**src/hdl/cdq_pkg.sv**
```systemverilog
// ---------------------------------------------------------------------------
// cdq_pkg
// Shared codes and field widths of the circular deque.
// ---------------------------------------------------------------------------
package cdq_pkg;

  // Field widths
  localparam int ACT_W  = 3;
  localparam int KIND_W = 2;
  localparam int DATA_W = 32;
  localparam int CAP_W  = 7;

  // Capacity after reset
  localparam logic [CAP_W-1:0] CAP_RESET = 7'd64;

  // Action codes
  localparam logic [ACT_W-1:0] ACT_PUSH_FRONT = 3'd0;
  localparam logic [ACT_W-1:0] ACT_PUSH_BACK  = 3'd1;
  localparam logic [ACT_W-1:0] ACT_POP_FRONT  = 3'd2;
  localparam logic [ACT_W-1:0] ACT_POP_BACK   = 3'd3;
  localparam logic [ACT_W-1:0] ACT_COUNT      = 3'd4;

  // Result kinds
  localparam logic [KIND_W-1:0] KIND_ELEM  = 2'd0;
  localparam logic [KIND_W-1:0] KIND_EMPTY = 2'd1;
  localparam logic [KIND_W-1:0] KIND_COUNT = 2'd2;

  typedef logic signed [DATA_W-1:0] data_t;

endpackage

```
**src/hdl/cdq_ring_ram.sv**
```systemverilog
// ---------------------------------------------------------------------------
// cdq_ring_ram
// Ring storage: one write port, one read port with registered read data.
// ---------------------------------------------------------------------------
module cdq_ring_ram
  import cdq_pkg::*;
#(
  parameter int DEPTH = 64,
  parameter int AW    = 6
) (
  input  logic          clk,
  input  logic          we,
  input  logic [AW-1:0] waddr,
  input  data_t         wdata,
  input  logic          re,
  input  logic [AW-1:0] raddr,
  output data_t         rdata
);

  data_t mem [DEPTH];
  data_t rdata_r;

  // write port
  always_ff @(posedge clk) begin
    if (we) begin
      mem[waddr] <= wdata;
    end
  end

  // read port, data held until the next read
  always_ff @(posedge clk) begin
    if (re) begin
      rdata_r <= mem[raddr];
    end
  end

  assign rdata = rdata_r;

endmodule

```
**src/hdl/circular_deque_unit.sv**
```systemverilog
// ---------------------------------------------------------------------------
// circular_deque_unit
// Double-ended queue kept in a ring memory, streaming command/result ports.
// ---------------------------------------------------------------------------
// One item is taken at a time. An item is accepted in IDLE, then EXEC
// updates the ring pointers (and writes a pushed value); a push or a pop
// that leaves entries then streams the deque contents front to back at one
// result per cycle, unless output back-pressure holds it, out of the ring
// memory's single read port, through a registered read stage, and returns
// to idle. A count query, an empty marker, a dropped push or an unknown
// action returns to idle straight from EXEC. The last result of an item
// may still wait in the output register while the next item is taken. A
// capacity write empties the deque but keeps the stored values; no clearing
// pass is needed after reset.
// ---------------------------------------------------------------------------
module circular_deque_unit
  import cdq_pkg::*;
#(
  parameter int DEPTH = 64
) (
  input  logic              clk,
  input  logic              rst_n,
  // command channel
  input  logic              in_tvalid,
  output logic              in_tready,
  input  data_t             in_tdata,   // [31:0] value
  input  logic [ACT_W-1:0]  in_tuser,   // [2:0] action
  // result channel
  output logic              out_tvalid,
  input  logic              out_tready,
  output data_t             out_tdata,  // [31:0] data
  output logic [KIND_W-1:0] out_tuser,  // [1:0] kind
  output logic              out_tlast,
  // capacity register
  input  logic              cfg_valid,
  output logic              cfg_ready,
  input  logic [CAP_W-1:0]  cfg_data
);

  localparam int IDX_W = (DEPTH > 1) ? $clog2(DEPTH) : 1;
  localparam int CNT_W = $clog2(DEPTH + 1);

  localparam logic [1:0] ST_IDLE = 2'd0;
  localparam logic [1:0] ST_EXEC = 2'd1;
  localparam logic [1:0] ST_EMIT = 2'd2;

  logic [1:0]        state_r, state_nxt;
  logic [CAP_W-1:0]  cap_r, cap_eff;
  logic [IDX_W-1:0]  head_r, head_nxt, tail_r, tail_nxt;
  logic [CNT_W-1:0]  occ_r, occ_nxt;
  logic [ACT_W-1:0]  act_r;
  data_t             val_r;
  logic [IDX_W-1:0]  rd_ptr_r, rd_ptr_nxt;
  logic [CNT_W-1:0]  left_r, left_nxt;
  logic              p1_v_r, p1_v_nxt, p1_last_r, p1_last_nxt;
  logic              out_valid_r, out_valid_nxt, out_last_r, out_last_nxt;
  logic [KIND_W-1:0] out_kind_r, out_kind_nxt;
  data_t             out_data_r, out_data_nxt;

  logic              ram_we, ram_re;
  logic [IDX_W-1:0]  ram_waddr;
  data_t             ram_rdata;

  logic              out_free, move, issue, full;

  // effective capacity: zero acts as one, clipped to the ring depth
  always_comb begin
    if (cap_r == '0) begin
      cap_eff = CAP_W'(1);
    end else if (cap_r > CAP_W'(DEPTH)) begin
      cap_eff = CAP_W'(DEPTH);
    end else begin
      cap_eff = cap_r;
    end
  end

  assign full      = CAP_W'(occ_r) >= cap_eff;
  assign out_free  = !out_valid_r || out_tready;
  assign in_tready = (state_r == ST_IDLE);
  assign cfg_ready = 1'b1;

  // ring storage
  cdq_ring_ram #(
    .DEPTH (DEPTH),
    .AW    (IDX_W)
  ) u_ram (
    .clk   (clk),
    .we    (ram_we),
    .waddr (ram_waddr),
    .wdata (val_r),
    .re    (ram_re),
    .raddr (rd_ptr_r),
    .rdata (ram_rdata)
  );

  // Control: pointer update in EXEC, read streaming in EMIT. The write in
  // EXEC always lands before the first read of the same item, and no reads
  // are in flight during EXEC, so no forwarding is needed.
  always_comb begin
    state_nxt     = state_r;
    head_nxt      = head_r;
    tail_nxt      = tail_r;
    occ_nxt       = occ_r;
    rd_ptr_nxt    = rd_ptr_r;
    left_nxt      = left_r;
    p1_v_nxt      = p1_v_r;
    p1_last_nxt   = p1_last_r;
    out_valid_nxt = out_valid_r && !out_tready;
    out_kind_nxt  = out_kind_r;
    out_data_nxt  = out_data_r;
    out_last_nxt  = out_last_r;
    ram_we        = 1'b0;
    ram_waddr     = '0;
    ram_re        = 1'b0;
    move          = 1'b0;
    issue         = 1'b0;

    case (state_r)
      ST_IDLE: begin
        if (in_tvalid) begin
          state_nxt = ST_EXEC;
        end
      end

      ST_EXEC: begin
        case (act_r)
          ACT_PUSH_FRONT, ACT_PUSH_BACK: begin
            if (full) begin
              state_nxt = ST_IDLE;  // dropped
            end else begin
              if (occ_r == '0) begin
                head_nxt  = '0;
                tail_nxt  = '0;
                ram_waddr = '0;
              end else if (act_r == ACT_PUSH_FRONT) begin
                head_nxt  = (head_r == '0) ? IDX_W'(cap_eff - CAP_W'(1))
                                           : head_r - IDX_W'(1);
                ram_waddr = head_nxt;
              end else begin
                tail_nxt  = (CAP_W'(tail_r) + CAP_W'(1) == cap_eff) ? '0
                                                                   : tail_r + IDX_W'(1);
                ram_waddr = tail_nxt;
              end
              ram_we     = 1'b1;
              occ_nxt    = occ_r + CNT_W'(1);
              rd_ptr_nxt = head_nxt;
              left_nxt   = occ_r + CNT_W'(1);
              state_nxt  = ST_EMIT;
            end
          end

          ACT_POP_FRONT, ACT_POP_BACK: begin
            if (occ_r <= CNT_W'(1)) begin
              // empty before or after: a single empty marker
              if (out_free) begin
                head_nxt      = '0;
                tail_nxt      = '0;
                occ_nxt       = '0;
                out_valid_nxt = 1'b1;
                out_kind_nxt  = KIND_EMPTY;
                out_data_nxt  = '0;
                out_last_nxt  = 1'b1;
                state_nxt     = ST_IDLE;
              end
            end else begin
              if (act_r == ACT_POP_FRONT) begin
                head_nxt = (CAP_W'(head_r) + CAP_W'(1) == cap_eff) ? '0
                                                                   : head_r + IDX_W'(1);
              end else begin
                tail_nxt = (tail_r == '0) ? IDX_W'(cap_eff - CAP_W'(1))
                                          : tail_r - IDX_W'(1);
              end
              occ_nxt    = occ_r - CNT_W'(1);
              rd_ptr_nxt = head_nxt;
              left_nxt   = occ_r - CNT_W'(1);
              state_nxt  = ST_EMIT;
            end
          end

          ACT_COUNT: begin
            if (out_free) begin
              out_valid_nxt = 1'b1;
              out_kind_nxt  = KIND_COUNT;
              out_data_nxt  = DATA_W'(occ_r);
              out_last_nxt  = 1'b1;
              state_nxt     = ST_IDLE;
            end
          end

          default: begin
            state_nxt = ST_IDLE;  // unknown action, no effect
          end
        endcase
      end

      ST_EMIT: begin
        // read data stage into the output register
        move = p1_v_r && out_free;
        if (move) begin
          out_valid_nxt = 1'b1;
          out_kind_nxt  = KIND_ELEM;
          out_data_nxt  = ram_rdata;
          out_last_nxt  = p1_last_r;
        end
        // next read while the data stage is free or emptying
        issue = (left_r != '0) && (!p1_v_r || move);
        if (issue) begin
          ram_re      = 1'b1;
          p1_v_nxt    = 1'b1;
          p1_last_nxt = (left_r == CNT_W'(1));
          left_nxt    = left_r - CNT_W'(1);
          rd_ptr_nxt  = (CAP_W'(rd_ptr_r) + CAP_W'(1) == cap_eff) ? '0
                                                                 : rd_ptr_r + IDX_W'(1);
        end else if (move) begin
          p1_v_nxt = 1'b0;
        end
        if (left_r == '0 && !p1_v_r) begin
          state_nxt = ST_IDLE;
        end
      end

      default: begin
        state_nxt = ST_IDLE;
      end
    endcase
  end

  // control registers
  always_ff @(posedge clk) begin
    if (!rst_n) begin
      state_r     <= ST_IDLE;
      cap_r       <= CAP_RESET;
      head_r      <= '0;
      tail_r      <= '0;
      occ_r       <= '0;
      left_r      <= '0;
      p1_v_r      <= 1'b0;
      out_valid_r <= 1'b0;
    end else begin
      state_r     <= state_nxt;
      left_r      <= left_nxt;
      p1_v_r      <= p1_v_nxt;
      out_valid_r <= out_valid_nxt;
      if (cfg_valid) begin
        // capacity write empties the deque
        cap_r  <= cfg_data;
        head_r <= '0;
        tail_r <= '0;
        occ_r  <= '0;
      end else begin
        head_r <= head_nxt;
        tail_r <= tail_nxt;
        occ_r  <= occ_nxt;
      end
    end
  end

  // payload registers
  always_ff @(posedge clk) begin
    if (in_tvalid && in_tready) begin
      act_r <= in_tuser;
      val_r <= in_tdata;
    end
    rd_ptr_r   <= rd_ptr_nxt;
    p1_last_r  <= p1_last_nxt;
    out_kind_r <= out_kind_nxt;
    out_data_r <= out_data_nxt;
    out_last_r <= out_last_nxt;
  end

  assign out_tvalid = out_valid_r;
  assign out_tdata  = out_data_r;
  assign out_tuser  = out_kind_r;
  assign out_tlast  = out_last_r;

endmodule

```
**config.mk**
```make
export PLATFORM = sky130hd
export DESIGN_NAME = circular_deque_unit
export DESIGN_NICKNAME = d
export VERILOG_FILES = /design/src/hdl/cdq_pkg.sv /design/src/hdl/cdq_ring_ram.sv /design/src/hdl/circular_deque_unit.sv
export SDC_FILE = /design/constraint.sdc
export NUM_CORES = 2
export LEC_CHECK = 0
export ABC_AREA = 1
export BUFFER_PORTS_ARGS = -buffer_cell sky130_fd_sc_hd__clkbuf_2
export CAP_MARGIN = 5
export CORE_MARGIN = 2
export CORE_UTILIZATION = 35
export DETAILED_ROUTE_END_ITERATION = 16
export GPL_ROUTABILITY_DRIVEN = 0
export PLACE_DENSITY_LB_ADDON = 0.15
export SYNTH_ARGS = -nofsm -noshare
export SYNTH_HDL_FRONTEND = slang
export SYNTH_SLANG_ARGS = --single-unit
```
**constraint.sdc**
```tcl
create_clock -name clk -period 9.8 [get_ports clk]
set_input_delay 1.96 -clock clk [delete_from_list [all_inputs] [get_ports clk]]
set_output_delay 1.96 -clock clk [all_outputs]
set_load 0.05 [all_outputs]
```
=== Word level (Yosys, flattened, before mapping) ===
Memory sizes are Yosys's and may differ from the RTL's. A register that Yosys moved wholly into a read port is not among the register bits.
Cells that the tools add are included.
W data, S select, Z words.

* Logic and storage cells: 164
* Output and inout port bits: 38
* Memories: 1
* Register bits after elaboration: 114
* Input port bits: 47
* RAM bits: 2,048

* Bitwise gates (word level): 1
* Reductions and logical operators: 32
* Mux-type cells: 75
* $add $sub $neg: 12
* Equality and inequality tests: 25
* Order comparisons: 3

{| class="wikitable"
|+ Memory list
! memory !! words !! bits a word !! read ports !! clocked after Yosys merged registers in !! write ports !! line !! RTL
|-
| u_ram.mem || 64 || 32 || 1 || 1 || 1 || cdq_ring_ram.sv:20 || <nowiki>data_t mem [DEPTH];</nowiki>
|}

{| class="wikitable"
|+ Operator list
! kind !! count
|-
| $mux W6 || 23
|-
| $mux W32 || 4
|-
| $pmux W32 S2 || 2
|-
| $mux W7 || 7
|-
| $pmux W6 S2 || 4
|-
| $pmux W7 S2 || 3
|-
| $ne A3 B3 Y1 const B || 8
|-
| $add A6 B1 Y7 const B || 3
|-
| $eq A7 B7 Y1 || 3
|-
| $logic_not A7 Y1 || 3
|-
| $add A6 B1 Y6 const B || 3
|-
| $mux W2 || 9
|-
| $sub A6 B1 Y6 const B || 3
|-
| $mux W1 || 15
|-
| $sub A7 B1 Y7 const B || 2
|-
| $logic_not A6 Y1 || 2
|-
| $pmux W2 S3 || 2
|-
| $reduce_and A6 Y1 || 2
|-
| $ne A2 B2 Y1 const B || 5
|-
| $pmux W1 S2 || 4
|-
| $pmux W2 S2 || 2
|-
| $reduce_and A4 Y1 || 2
|-
| $add A7 B1 Y7 const B || 1
|-
| $eq A7 B1 Y1 const B || 1
|-
| 21 further kinds || 35
|}

=== Depth between registers and ports, before layout ===
* Word-level depth: 10
* Mapped depth: 18
* Mapped depth without buffers: 17

=== By module ===
A second synthesis with hierarchy kept.

* Cell total of the unflattened synthesis: 7,610
* Area total of the unflattened synthesis: 89,679.8 um2

{| class="wikitable"
|+ Modules (own cells, without submodules)
! module !! area each (um2) !! cells each !! seq. area each (um2) !! times used
|-
| cdq_ring_ram || 83,106.0 || 6,785 || 62,459.9 || 1
|-
| circular_deque_unit || 6,573.8 || 825 || 3,052.9 || 1
|}

=== Worst setup path after synthesis ===
OpenSTA, ideal clock, no wires.

* Kind: input -> register
* From: in out_tready
* To: reg p1_last_r (enable)
* Stages on the path: 4
* Required time: 9.377 ns
* Path buffers: 0
* Data arrival time: 3.648 ns
* Library setup time: 0.423 ns
* Slack: 5.729 ns
* Path through: nor2_1 -> a21oi_1 -> inv_1 -> nor2_1

* Longest elaborated chain between the ends: 5

{| class="wikitable"
|+ Ends and longest elaborated chain
! item !! line !! RTL
|-
| start: declaration || circular_deque_unit.sv:30 || <nowiki>input logic out_tready,</nowiki>
|-
| $logic_or A1 B1 Y1 || circular_deque_unit.sv:78 || <nowiki>assign out_free = !out_valid_r || out_tready;</nowiki>
|-
| $logic_and A1 B1 Y1 || circular_deque_unit.sv:198 || <nowiki>move = p1_v_r && out_free;</nowiki>
|-
| $logic_or A1 B1 Y1 || circular_deque_unit.sv:206 || <nowiki>issue = (left_r != '0) && (!p1_v_r || move);</nowiki>
|-
| $logic_and A1 B1 Y1 || circular_deque_unit.sv:206 ||
|-
| $reduce_and A2 Y1 (no line) || - ||
|-
| end signal: assignment || circular_deque_unit.sv:265 || <nowiki>p1_last_r <= p1_last_nxt;</nowiki>
|-
| end: declaration || circular_deque_unit.sv:55 || <nowiki>logic p1_v_r, p1_v_nxt, p1_last_r, p1_last_nxt;</nowiki>
|}

Every way passes these cells.
A chain may end at the register's enable or synchronous reset.

=== Worst setup path after layout ===
* From: reg cap_r[6]
* To: mem u_ram.mem[4][7] (netlist bit) (enable)

* Longest elaborated chain between the ends: 10
* Elaborated cells between the ends (all ways): 19
* Classes of those cells: add/sub: 1; order compare: 2; eq/ne: 1; mux: 14; reduce/logical: 1

{| class="wikitable"
|+ Ends and longest elaborated chain
! item !! line !! RTL
|-
| start: declaration || circular_deque_unit.sv:48 || <nowiki>logic [CAP_W-1:0] cap_r, cap_eff;</nowiki>
|-
| start signal: assignment || circular_deque_unit.sv:246 || <nowiki>cap_r <= cfg_data;</nowiki>
|-
| $gt A7 B7 Y1 || circular_deque_unit.sv:70 || <nowiki>end else if (cap_r > CAP_W'(DEPTH)) begin</nowiki>
|-
| $mux W7 || circular_deque_unit.sv:70 ||
|-
| $mux W7 (*) || circular_deque_unit.sv:68 || <nowiki>if (cap_r == '0) begin</nowiki>
|-
| $sub A6 B1 Y6 / $eq A7 B7 Y1 (equally long branches) || circular_deque_unit.sv:136, circular_deque_unit.sv:140 ||
|-
| $mux W6, on equally long branches || circular_deque_unit.sv:136, circular_deque_unit.sv:140 ||
|-
| $mux W6 || circular_deque_unit.sv:135 || <nowiki>end else if (act_r == ACT_PUSH_FRONT) begin</nowiki>
|-
| $mux W6 || circular_deque_unit.sv:131 || <nowiki>if (occ_r == '0) begin</nowiki>
|-
| $mux W6 || circular_deque_unit.sv:128 || <nowiki>if (full) begin</nowiki>
|-
| $mux W6 || circular_deque_unit.sv:126 || <nowiki>case (act_r)</nowiki>
|-
| $mux W6 || circular_deque_unit.sv:118 || <nowiki>case (state_r)</nowiki>
|-
| end: declaration || cdq_ring_ram.sv:20 ||
|}

Every way passes the cells marked *; elsewhere a longest branch is shown, timed or not.

==> results.md <==
- Critical path launch point: cap_r[6]
- Layout area overhead: 13.5%
- Vias in the first global route: between 50000 and 60000
- Setup slack at placement: approximately 4600 ps
- Max-cap violations: 0
- Kind of critical path: register to register
- Post-DP HPWL: 145 mm
- Hold path depth: 2
- First-pass GRT wire length: 394 mm
- Final Core Density: 39.9%
- Overflow after GRT: 0
- DR WL/cell: ~26 um
- Cts hold-fix bufs: 0
- Least-Margin Pin Slew: roughly 1300 ps
- Clock-pin slew on the worst setup and hold paths: 60 ps
- Final Hold Fails: 0
- Max Slew Vio Count: 0
- Mapped Cells: ~7000
- Initial core utilization: a little over a third
- Setup WS post-layout: 4680 ps
- DRT Pass-1 Iters: 7
- Arrival time of the worst setup path: between 5000 and 6000 ps
- Synthesized cell area: ~87000 um2
- Post-synthesis sequential area ratio: about 75%
- Core area: 248000 um2
- I/O Pins: between 80 and 90
- Reg2reg start: cap_r[6]
- Relative slew slack: 15.0%
- Critical Path Start Type: register
- CP endpoint: u_ram.mem[4][7]
- Tmin final: approximately 5100 ps
- DRC violations left: 0
- Overall power: 30200 uW
- Worst path slowest cell: nor2_4
- Die width: ~500 um
- Tcrit/Tclk final: between 50% and 60%
- Critical Path Sink Type: register
- Antenna Nets Post-Route: 0
- Routed via count: 57000
- Port Buf Inserts: 83
- Top_reg_cell synth: edfxtp_1
- DR vias/cell: ~5.5
- Synth area leader: edfxtp_1
- Clock Tree Buf Depth: 3
- Pwr/cell area: a little over 300 nW/um2
- Area share of the largest cell type after synthesis: around 74%
- EDFF count, synth: about 2200
- Antenna violations before repair: 8
- Cts bufs inserted: ~230
- Status: finished clean
- CTS H-tree depth: 4
- TritonCTS clock tree: yes
- Peak Freq: 195 MHz
- Net Count, Synth: between 6000 and 7000
- Syn. warnings: 0
- Setup Buffers After CTS: 0
- WP data required: just over 10000 ps
- R2r worst-path depth: 15
- Clock Skew: 95.1 ps
- Worst R2R Setup Slack: 4680 ps
- PostCTS Resize Cnt: 0
- Reg2Reg Capture Point: u_ram.mem[4][7]
- Setup TNS: 0 ps
- RSZ-0062 raised after global routing: false
- Synth top area cells: edfxtp_1 (74%), o21ai_0 (7.9%), nor2_1 (6.3%)
- Final setup fails: 0
- Die Y: around 500 um
- Clock latency on the worst-skew pair: roughly 890 ps
- Fraction of registers with async set/reset: 0%
- CP max stage delay: 1140 ps
- CP cell instances: inv_2 -> nand2_1 -> o21ai_4 -> ha_1 -> nand2_1 -> nor2_1 -> nand4_1 -> nand4_1 -> nor2_1 -> inv_1 -> nor2_1 -> nand2_1 -> nor2_1 -> nand2_1 -> nor2_4
- P_leak: roughly 0.032 uW
- Routed WL: 275 mm
- Synthesized flop and latch total: roughly 2200
- Root Buffer: clkbuf_16
- Worst IR Drop VDD: between 0.2 and 0.3 mV
- Yosys cell types: 44
- Detailed Route Iter0 Violations: about 6200
- Sink Count: 2194
- NumNets Final: between 6000 and 7000
- Die area: ~250000 um2
- CP Max Fanout: 32
- HP Class: register to register
- Total GRT Usage: between 20% and 30%
- Syn avg cell area: around 13 um2
- Layout cells sized above 1: a little under a tenth
- Largest net degree at the start of global routing: 164
- Num rows: 183
flip-flops by register name, summed over array words and instances, names as in the netlist, 2 cells and up:
register     count
tail_r           6
cap_r            7
out_tuser        2
val_r           32
head_r           6
rd_ptr_r         6
state_r          2
left_r           7
act_r            3
u_ram.mem     2048
occ_r            7
out_tdata       32
u_ram.rdata     32
routing by layer:
metal  up-vias  GRT usage (%)  part of all wire, %
met4         0           5.83                  2.6
met5         -              0                    0
met2      1962           33.5                   46
li1      25400              -                    -
met3       365           2.85                  6.0
met1     29200           30.9                   46
cells by family (layout without fill, tap and decap cells):
group	count (synthesis)	after routing	share of synthesized area (%)
and+or+nand+nor	1923	1923	8.55
xor gates and xnor gates	29	29	0.291
adders and majority gates	23	23	0.329
other	1	4	0.00429
AOI/OAI and AO/OA	2126	2126	13.2
DFF	2194	2194	75.0
buffers and inverters	588	772	2.68
stage by stage:
step	cells	hold WS [ps]	cell area, um2
finish	10400	486	99200
global route	10400	542	99200
CTS	10400	485	99200
detailed placement	9971	476	91800
global placement	9971	478	91800
floorplan	6884	457	87400
synthesized netlist by cell type, types with 14 or more instances:
cell type,instances
xor2_1,24
nor3_1,15
nand2_1,350
o21ai_1,28
clkbuf_1,378
o21ai_0,1374
inv_1,106
edfxtp_1,2157
nand2_2,14
buf_2,76
a21oi_1,84
dfxtp_1,37
nand3_1,47
ha_1,23
nand4_1,18
o22ai_1,610
nor2_1,1459
worst max-delay path: cells and delay by family, from the launching register on:
| kind | cells | cell delay (ps) |
|---|---|---|
| and+or+nand+nor | 11 | 3360 |
| buffers and inverters | 2 | 370 |
| DFF | 1 | 360 |
| AOI/OAI and AO/OA | 1 | 320 |
| adders and majority gates | 1 | 290 |
layout make-up:
cell class,count,area (um2)
fillers,23500,149000
inverters,115,458
multi-input cells,4102,20000
diodes,3,7.51
repair buffers,230,1660
well taps,3330,4170
clock buffers,286,6030
clock inverters,141,1340
flip-flops and latches,2194,65500
report_power, final:
group | internal (uW) | switching, uW
sequential | 11100 | 141
combinational | 2380 | 7950
clock | 4840 | 3760
layout by cell type, fill, tap and decap left out, types with 9 or more instances in the layout:
cell type     n
edfxtp_1   2157
nand2_1     350
xor2_1       24
inv_1       103
clkbuf_16   233
ha_1         22
o22ai_1     610
o21ai_0    1373
buf_4       136
clkinv_2     49
nor2_4       65
a31oi_1       9
a21oi_1      84
nor2_1     1394
o21ai_1      29
nand3_1      47
nand4_1      18
clkbuf_1     53
nor3_1       15
clkbuf_2     83
bufinv_16    18
nand2_2      14
clkinv_1     50
dfxtp_1      37
buf_12       11
how the worst min path moves through the flow:
stage	end	startpoint	slack [ps]
after floorplan	left_r[2]	left_r[2]	460
after global placement	left_r[2]	left_r[2]	480
after detailed placement	left_r[2]	left_r[2]	480
after CTS	left_r[2]	left_r[2]	480
after global routing	left_r[2]	left_r[2]	540
final	left_r[2]	left_r[2]	490
Power figures use the tool's default switching activity.
